### config.mk
export PLATFORM = sky130hd
export DESIGN_NAME = gzip_member_header_parser
export DESIGN_NICKNAME = d
export VERILOG_FILES = /design/src/sv/gzhp_pkg.sv /design/src/sv/gzhp_step.sv /design/src/sv/gzip_member_header_parser.sv
export VERILOG_INCLUDE_DIRS = /design/src /design/src/sv
export SDC_FILE = /design/constraint.sdc
export NUM_CORES = 1
export LEC_CHECK = 0
export ABC_AREA = 1
export BUFFER_PORTS_ARGS = -buffer_cell sky130_fd_sc_hd__buf_4
export CAP_MARGIN = 20
export CORE_MARGIN = 3
export CORE_UTILIZATION = 26
export CTS_CLUSTER_SIZE = 10
export DETAILED_ROUTE_END_ITERATION = 6
export PLACE_DENSITY = 0.4
export SETUP_SLACK_MARGIN = 0.2
export SYNTH_ARGS = -nofsm -noshare
export SYNTH_HDL_FRONTEND = slang
export SYNTH_SLANG_ARGS = --single-unit
### constraint.sdc
create_clock -name clk -period 4.55 [get_ports clk]
set_clock_uncertainty 0.2 [all_clocks]
set_input_delay 0.455 -clock clk [delete_from_list [all_inputs] [get_ports clk]]
set_output_delay 0.455 -clock clk [all_outputs]
set_load 0.1 [all_outputs]
### src/sv/gzip_member_header_parser_defines.svh
// ----------------------------------------------------------------------------
// gzip member header parser assertion macros
// shared property wrappers, clocked on clk and disabled while rst_n is low
// ----------------------------------------------------------------------------
`ifndef GZIP_MEMBER_HEADER_PARSER_DEFINES_SVH
`define GZIP_MEMBER_HEADER_PARSER_DEFINES_SVH

// consequent must hold in the same cycle as the antecedent
`define GZHP_ASSERT_SAME(label, ante, cons, msg) \
    label: assert property (@(posedge clk) disable iff (!rst_n) (ante) |-> (cons)) \
        else $error(msg);

// consequent must hold in the cycle after the antecedent
`define GZHP_ASSERT_NEXT(label, ante, cons, msg) \
    label: assert property (@(posedge clk) disable iff (!rst_n) (ante) |=> (cons)) \
        else $error(msg);

`endif

### src/sv/gzhp_pkg.sv
// ----------------------------------------------------------------------------
// gzip member header parser package
// transaction payload types, parse state and header constants
// ----------------------------------------------------------------------------
package gzhp_pkg;

    localparam logic [7:0]  ID1_BYTE    = 8'h1F;
    localparam logic [7:0]  ID2_BYTE    = 8'h8B;
    localparam logic [7:0]  CM_DEFLATE  = 8'd8;
    localparam logic [7:0]  TAG_S       = 8'h73;
    localparam logic [7:0]  TAG_L       = 8'h6C;
    localparam int unsigned FIXED_LEN   = 10;
    localparam int unsigned CRC_LEN     = 2;
    localparam int unsigned F_HCRC_BIT  = 1;
    localparam int unsigned F_EXTRA_BIT = 2;
    localparam int unsigned F_NAME_BIT  = 3;
    localparam int unsigned F_CMNT_BIT  = 4;
    localparam logic [7:0]  F_RESERVED  = 8'hE0;
    localparam int unsigned COUNT_W     = 20;
    localparam logic [COUNT_W-1:0] COUNT_MAX = '1;

    typedef enum logic [3:0] {
        PH_IDLE    = 4'd0,
        PH_FIXED   = 4'd1,
        PH_XLEN    = 4'd2,
        PH_EXTRA   = 4'd3,
        PH_NAME    = 4'd4,
        PH_COMMENT = 4'd5,
        PH_HCRC    = 4'd6
    } phase_t;

    typedef enum logic [2:0] {
        ST_IN_HEADER = 3'd0,
        ST_DONE_OK   = 3'd1,
        ST_BAD_MAGIC = 3'd2,
        ST_RESERVED  = 3'd3,
        ST_IDLE      = 3'd4
    } status_t;

    typedef enum logic [1:0] {
        TAG_NONE = 2'd0,
        TAG_GOT_S  = 2'd1,
        TAG_GOT_SL = 2'd2,
        TAG_DONE   = 2'd3
    } tag_t;

    typedef struct packed {
        logic [7:0] data_byte;
        logic       start_req;
    } item_t;

    typedef struct packed {
        status_t              status;
        logic [COUNT_W-1:0]   header_bytes;
        logic [31:0]          stored_comp_size;
        logic [31:0]          stored_uncomp_size;
        logic                 sl_found;
    } result_t;

    typedef struct packed {
        phase_t             phase;
        logic [15:0]        phase_count;
        logic [7:0]         flag_byte;
        logic               magic_ok;
        logic [15:0]        extra_length;
        logic [COUNT_W-1:0] header_count;
        logic [31:0]        comp_size;
        logic [31:0]        uncomp_size;
        tag_t               tag_seen;
    } state_t;

    localparam state_t STATE_RESET = '{
        phase:        PH_IDLE,
        phase_count:  16'd0,
        flag_byte:    8'd0,
        magic_ok:     1'b1,
        extra_length: 16'd0,
        header_count: '0,
        comp_size:    32'd0,
        uncomp_size:  32'd0,
        tag_seen:     TAG_NONE
    };

endpackage

### src/sv/gzhp_step.sv
// ----------------------------------------------------------------------------
// gzip member header parser byte step
// next parse state and result fields for one header byte
// ----------------------------------------------------------------------------
module gzhp_step
(
    input  gzhp_pkg::state_t  state,
    input  gzhp_pkg::item_t   item,
    output gzhp_pkg::state_t  state_next,
    output gzhp_pkg::result_t res
);
    import gzhp_pkg::*;

    state_t      cur;
    state_t      nxt;
    status_t     st;
    logic [15:0] idx;
    logic [16:0] idx_inc;
    logic [15:0] xlen;
    logic [1:0]  lane;
    logic [31:0] lane_bits;
    logic        magic;
    logic        active;

    // next selected optional part after the part just finished
    function automatic phase_t next_part(input phase_t done, input logic [7:0] flags);
        phase_t p;
        p = PH_IDLE;
        if (done < PH_HCRC && flags[F_HCRC_BIT])
            p = PH_HCRC;
        if (done < PH_COMMENT && flags[F_CMNT_BIT])
            p = PH_COMMENT;
        if (done < PH_NAME && flags[F_NAME_BIT])
            p = PH_NAME;
        if (done < PH_XLEN && flags[F_EXTRA_BIT])
            p = PH_XLEN;
        return p;
    endfunction

    function automatic status_t end_status(input phase_t p, input logic [7:0] flags);
        status_t s;
        if (p != PH_IDLE)
            s = ST_IN_HEADER;
        else if ((flags & F_RESERVED) != 8'd0)
            s = ST_RESERVED;
        else
            s = ST_DONE_OK;
        return s;
    endfunction

    always_comb
    begin
        if (item.start_req)
        begin
            cur       = STATE_RESET;
            cur.phase = PH_FIXED;
        end
        else
        begin
            cur = state;
        end
        idx     = cur.phase_count;
        idx_inc = {1'b0, idx} + 17'd1;
        // size bytes sit at offsets 2..5 and 6..9, both map to lanes via +2
        lane      = 2'(idx[1:0] + 2'd2);
        lane_bits = {24'd0, item.data_byte} << {lane, 3'b000};
        xlen      = cur.extra_length | {item.data_byte, 8'd0};
        magic     = cur.magic_ok &
                    !((idx == 16'd0 && item.data_byte != ID1_BYTE) ||
                      (idx == 16'd1 && item.data_byte != ID2_BYTE) ||
                      (idx == 16'd2 && item.data_byte != CM_DEFLATE));
        active    = (cur.phase == PH_FIXED) || (cur.phase == PH_XLEN) ||
                    (cur.phase == PH_EXTRA) || (cur.phase == PH_NAME) ||
                    (cur.phase == PH_COMMENT) || (cur.phase == PH_HCRC);

        nxt = cur;
        st  = ST_IDLE;
        if (active)
        begin
            if (cur.header_count != COUNT_MAX)
                nxt.header_count = cur.header_count + 1'b1;
            st = ST_IN_HEADER;
            unique case (cur.phase) inside
                PH_FIXED:
                begin
                    nxt.magic_ok = magic;
                    if (idx == 16'd3)
                        nxt.flag_byte = item.data_byte;
                    if (idx_inc >= 17'(FIXED_LEN))
                    begin
                        nxt.phase_count = 16'd0;
                        if (!magic)
                        begin
                            nxt.phase = PH_IDLE;
                            st        = ST_BAD_MAGIC;
                        end
                        else
                        begin
                            nxt.phase = next_part(PH_FIXED, nxt.flag_byte);
                            st        = end_status(nxt.phase, nxt.flag_byte);
                        end
                    end
                    else
                    begin
                        nxt.phase_count = idx_inc[15:0];
                    end
                end
                PH_XLEN:
                begin
                    if (idx == 16'd0)
                    begin
                        nxt.extra_length = {8'd0, item.data_byte};
                        nxt.phase_count  = 16'd1;
                    end
                    else
                    begin
                        nxt.extra_length = xlen;
                        nxt.phase_count  = 16'd0;
                        if (xlen == 16'd0)
                        begin
                            nxt.phase = next_part(PH_XLEN, cur.flag_byte);
                            st        = end_status(nxt.phase, cur.flag_byte);
                        end
                        else
                        begin
                            nxt.phase = PH_EXTRA;
                        end
                    end
                end
                PH_EXTRA:
                begin
                    if (idx == 16'd0)
                    begin
                        nxt.tag_seen = (item.data_byte == TAG_S) ? TAG_GOT_S : TAG_NONE;
                    end
                    else if (idx == 16'd1)
                    begin
                        nxt.tag_seen = (cur.tag_seen == TAG_GOT_S && item.data_byte == TAG_L)
                                       ? TAG_GOT_SL : TAG_NONE;
                    end
                    else if (idx < 16'd6 && cur.tag_seen == TAG_GOT_SL)
                    begin
                        nxt.comp_size = cur.comp_size | lane_bits;
                    end
                    else if (idx < 16'(FIXED_LEN) && cur.tag_seen == TAG_GOT_SL)
                    begin
                        nxt.uncomp_size = cur.uncomp_size | lane_bits;
                        if (idx == 16'(FIXED_LEN - 1))
                            nxt.tag_seen = TAG_DONE;
                    end
                    nxt.phase_count = idx_inc[15:0];
                    if (idx_inc >= {1'b0, cur.extra_length})
                    begin
                        nxt.phase       = next_part(PH_EXTRA, cur.flag_byte);
                        nxt.phase_count = 16'd0;
                        st              = end_status(nxt.phase, cur.flag_byte);
                    end
                end
                PH_NAME, PH_COMMENT:
                begin
                    // zero terminator ends the string and is counted
                    if (item.data_byte == 8'd0)
                    begin
                        nxt.phase       = next_part(cur.phase, cur.flag_byte);
                        nxt.phase_count = 16'd0;
                        st              = end_status(nxt.phase, cur.flag_byte);
                    end
                end
                PH_HCRC:
                begin
                    if (idx_inc >= 17'(CRC_LEN))
                    begin
                        nxt.phase       = next_part(PH_HCRC, cur.flag_byte);
                        nxt.phase_count = 16'd0;
                        st              = end_status(nxt.phase, cur.flag_byte);
                    end
                    else
                    begin
                        nxt.phase_count = idx_inc[15:0];
                    end
                end
                default:
                begin
                    nxt.phase = PH_IDLE;
                end
            endcase
        end
        else
        begin
            nxt.phase = PH_IDLE;
        end
    end

    assign state_next             = nxt;
    assign res.status             = st;
    assign res.header_bytes       = nxt.header_count;
    assign res.sl_found           = (nxt.tag_seen == TAG_DONE);
    assign res.stored_comp_size   = (nxt.tag_seen == TAG_DONE) ? nxt.comp_size : 32'd0;
    assign res.stored_uncomp_size = (nxt.tag_seen == TAG_DONE) ? nxt.uncomp_size : 32'd0;

endmodule

### src/sv/gzip_member_header_parser.sv
// a byte accepted into the input register is stepped and its result is registered into the result register
// throughput: one byte per cycle while no finished result waits untaken; the parse state update is combinational
// the input register can take a new byte while a finished result waits, but the state update stalls until it is taken
// reset: asynchronous, parse state idle, magic flag set, counts and sizes zero
// ----------------------------------------------------------------------------
// gzip member header parser
// byte-wide header walker with input register, state update and result register
// ----------------------------------------------------------------------------
`include "gzip_member_header_parser_defines.svh"

module gzip_member_header_parser
(
    input  logic              clk,
    input  logic              rst_n,
    input  logic              item_valid,
    output logic              item_ready,
    input  gzhp_pkg::item_t   item,
    output logic              result_valid,
    input  logic              result_ready,
    output gzhp_pkg::result_t result
);
    import gzhp_pkg::*;

    logic    item_valid_reg;
    item_t   item_reg;
    state_t  state_reg;
    state_t  state_next;
    result_t step_res;
    logic    result_valid_reg;
    result_t result_reg;
    logic    advance;

    assign advance    = item_valid_reg && (!result_valid_reg || result_ready);
    assign item_ready = !item_valid_reg || advance;

    gzhp_step u_step
    (
        .state      (state_reg),
        .item       (item_reg),
        .state_next (state_next),
        .res        (step_res)
    );

    always_ff @(posedge clk or negedge rst_n)
    begin
        if (!rst_n)
        begin
            item_valid_reg   <= 1'b0;
            result_valid_reg <= 1'b0;
            state_reg        <= STATE_RESET;
        end
        else
        begin
            if (item_ready)
                item_valid_reg <= item_valid;
            if (advance)
            begin
                result_valid_reg <= 1'b1;
                state_reg        <= state_next;
            end
            else if (result_ready)
            begin
                result_valid_reg <= 1'b0;
            end
        end
    end

    always_ff @(posedge clk)
    begin
        if (item_valid && item_ready)
            item_reg <= item;
        if (advance)
            result_reg <= step_res;
    end

    assign result_valid = result_valid_reg;
    assign result       = result_reg;

    `GZHP_ASSERT_NEXT(a_advance_gives_result, advance, result_valid_reg, "transaction lost between stages")
    `GZHP_ASSERT_SAME(a_stall_only_on_full, !item_ready, item_valid_reg && result_valid_reg && !result_ready, "input stalled without a waiting result")
    `GZHP_ASSERT_SAME(a_idle_byte_status, advance && !item_reg.start_req && state_reg.phase == PH_IDLE, step_res.status == ST_IDLE, "idle byte reported as header byte")
    `GZHP_ASSERT_SAME(a_sl_needs_extra, state_reg.tag_seen == TAG_DONE, state_reg.flag_byte[F_EXTRA_BIT], "sl subfield without extra flag")

endmodule
==> results.sh <==
export IMPL_critPathRequiredTime_ps=4740
export IMPL_grtUsageMet3_pct=2.105
export IMPL_fin_nets=1587
export IMPL_worstMarginPinSlew_ps=1029
export IMPL_pin_count=103
export IMPL_dp_hpwl_mm=26.41
export IMPL_drt_total_wl_mm=38.44
export IMPL_maxCapViolCount=0
export IMPL_fmaxAchievable_mhz=264.9
export IMPL_die_x_um=221.8
export IMPL_antenna_left=0
export IMPL_use_met1_pct=22.06
export IMPL_drcViolationCount=0
export IMPL_diodes=0
export IMPL_clockRootBuffer="clkbuf_16"
export IMPL_drtIter0Drc=774
export IMPL_routedWlPerCell_um=17.65
export IMPL_ys_warn_count=0
export IMPL_whs_ps=36.46
export IMPL_synth_top_area_cell="dfrtp_1"
export IMPL_gr_total_overflow=0
export IMPL_syn_to_final_growth_pct=20.69
export IMPL_synth_edf_count=97
export IMPL_start_kind="flip-flop"
export IMPL_largest_reg_flops=130
export IMPL_clk_pin_slew_ps=60
export IMPL_finalCoreUtilization_pct=32.01
export IMPL_hold_viol=0
export IMPL_leakage_uw=0.006251
export IMPL_hold_path_class="primary input to flip-flop"
export IMPL_final_max_slew_viol_count=0
export IMPL_initial_core_util_pct=26.52
export IMPL_grt_pass1_wl_mm=60.64
export IMPL_synth_fp_nets=1484
export IMPL_clk_path_buf_depth=3
export IMPL_cts_tree="done"
export IMPL_crit_chain="buf_4, nor2_1, ha_1, nand4_1, buf_4, xor2_1, inv_1, ha_1, nand2_1, inv_1, nand4_1, nor3b_1, nand2_1, nor2_1, nand3_1, nand2_1, inv_1, nand3_1, nand3_1, nand3_1, o21ai_0"
export IMPL_ys_ff_latch=229
export IMPL_synth_top_area_share_pct=27.06
export IMPL_worst_path_most_repeated_cell="nand3_1"
export IMPL_cp_top_family="simple AND/OR/NAND/NOR gates"
export IMPL_vdd_drop_max_uv=276.5
export IMPL_final_cells=2178
export IMPL_vias=10430
export IMPL_antenna_found_initial=1
export IMPL_chipHeight_um=221.8
export IMPL_finalSetupTns_ps=0
export IMPL_synthesis_area_um2=12110
export IMPL_grt_pass1_vias=10360
export IMPL_num_rows=78
export IMPL_finalCritPeriodShare_pct=82.98
export IMPL_worstPathArrival_ps=3970
export IMPL_power_density_nw_per_um2=493.0
export IMPL_cp_max_fo=7
export IMPL_drive_above_1_share_pct=12.99
export IMPL_gp_congestion=0.8840
export IMPL_cts_buffers=29
export IMPL_grt_setup_unrepaired="false"
export IMPL_ys_flop_type="dfrtp_1"
export IMPL_numClockSinks=229
export IMPL_min_period_ps=3776
export IMPL_core_um2=45670
export IMPL_outcome="complete, no violations"
export IMPL_fillers=4852
export IMPL_io_buffers=102
export IMPL_syn_area_per_cell_um2=8.342
export IMPL_top_usage_layer="met2"
export IMPL_grt_util_met2_pct=24.49
export IMPL_cp_num_buf_inv=5
export IMPL_grt_util_all_layers_pct=15.35
export IMPL_clk_latency_ps=560
export IMPL_worstSetupPathType="flip-flop to flip-flop"
export IMPL_synth_area_top_cells="dfrtp_1 (27%), edfxtp_1 (24%), nand2_1 (10%), o21ai_0 (5.9%), nor2_1 (5.3%)"
export IMPL_ys_types=45
export IMPL_worst_path_largest_cell_delay_ps=400
export IMPL_htree_levels=1
export IMPL_setup_viol=0
export IMPL_ys_seq_area_share_pct=51.33
export IMPL_async_reset_ff_share_pct=57.64
export IMPL_die_area_um2=49210
export IMPL_drtPass1Iterations=5
export IMPL_end_kind="flip-flop"
export IMPL_netlist_instances=1452
export IMPL_slew_headroom_pct=31.37
export IMPL_critPathSlowestCell="edfxtp_1"
export IMPL_grt_max_degree=117
export IMPL_vias_per_cell=4.787
export IMPL_dp_cells=2111
-- per-stage QoR --
stage	power [uW]	worst slack [ps]	instance area, um^2
floorplan	4275	633.5	12110
global placement	4952	715.5	13540
detailed placement	4941	588.1	13540
CTS	7294	553.0	14600
global route	7618	292.3	14620
finish	7207	774.4	14620
-- final cells by class --
type / instances / area, um^2 / area share (%)
clock buffers: 49 / 860.8 / 5.888
repair buffers: 142 / 1112 / 7.609
flip-flops and latches: 229 / 6217 / 42.53
well taps: 600 / 750.7 / 5.135
inverters: 148 / 568.0 / 3.886
multi-input cells: 1005 / 5031 / 34.41
clock inverters: 5 / 78.83 / 0.5392
-- cells by family after synthesis --
family                   synth area share [%]
AO/OA/AOI/OAI                           12.88
XOR/XNOR                                1.591
adder cells (fa/ha/maj)                 1.963
buffers and inverters                   7.313
flip-flops                              51.33
AND/OR/NAND/NOR                         24.93
-- layout by cell type (no fill, tap or decap), types with 5 or more instances in the layout --
cell type      synthesis  routed
nand4_1               48      48
o21ai_0              143     143
ha_1                  19      19
buf_4                  7     128
nor4_1                 5       5
nor3_1                40      40
nand3_1               77      77
edfxtp_1              97      97
nand2_1              334     332
a22oi_1               60      60
inv_2                  9       8
xor2_1                18      18
dfrtp_1              131     131
clkbuf_1              41      14
dlygate4sd3_1          0      12
o21ai_1               13      13
clkbuf_8               0       6
nor2_1               172     172
nor3_2                 8       7
o21bai_1              13      13
a21oi_1               20      20
clkbuf_16              0      29
inv_1                135     135
-- metal layers --
metal	vias to the layer above	part of all wire, %
li1	5114	-
met1	4979	47
met2	281	46
met3	53	5.2
met4	0	2.3
met5	-	0
-- worst paths after layout --
check	from	end	slack [ps]	cells past startpoint
worst max-delay path	item_reg[0]	state_reg[112]	770	21
worst min register to register	state_reg[84]	state_reg[84]	280	2
min in group asynchronous	rst_n	state_reg[73]	280	2
worst max register to register	item_reg[0]	state_reg[112]	770	21
worst min-delay path	result_ready	result_valid	40	4
max in group asynchronous	rst_n	state_reg[102]	2850	3
-- cells in the mapped netlist (all sizes together) (3+ instances only) --
library cell / n
nand2: 337
nor2: 177
o21ai: 157
inv: 145
dfrtp: 131
edfxtp: 97
nand3: 77
a22oi: 60
nor3: 50
nand4: 48
clkbuf: 41
buf: 29
a21oi: 20
ha: 19
xor2: 18
o21bai: 13
nor4: 5
a22o: 4
o211ai: 4
xnor2: 4
clkinv: 3
-- tightest hold or removal path, cell delays in order --
cell and delay [ps]:
buf_4 70, inv_1 40, nand2_1 110, nand2_1 70
-- power breakdown --
group          switching [uW]  total, uW  internal [uW]
logic                    1860       2380            521
registers                 140       2540           2400
clock network             893       2280           1390
-- timing repair --
item,in CTS,in global routing
endpoints found under the hold margin,85,0
hold buffers,12,0
setup buffers,0,1
gates resized for setup,0,3
endpoints found under the setup margin,0,15
Power figures use the tool's default switching activity.
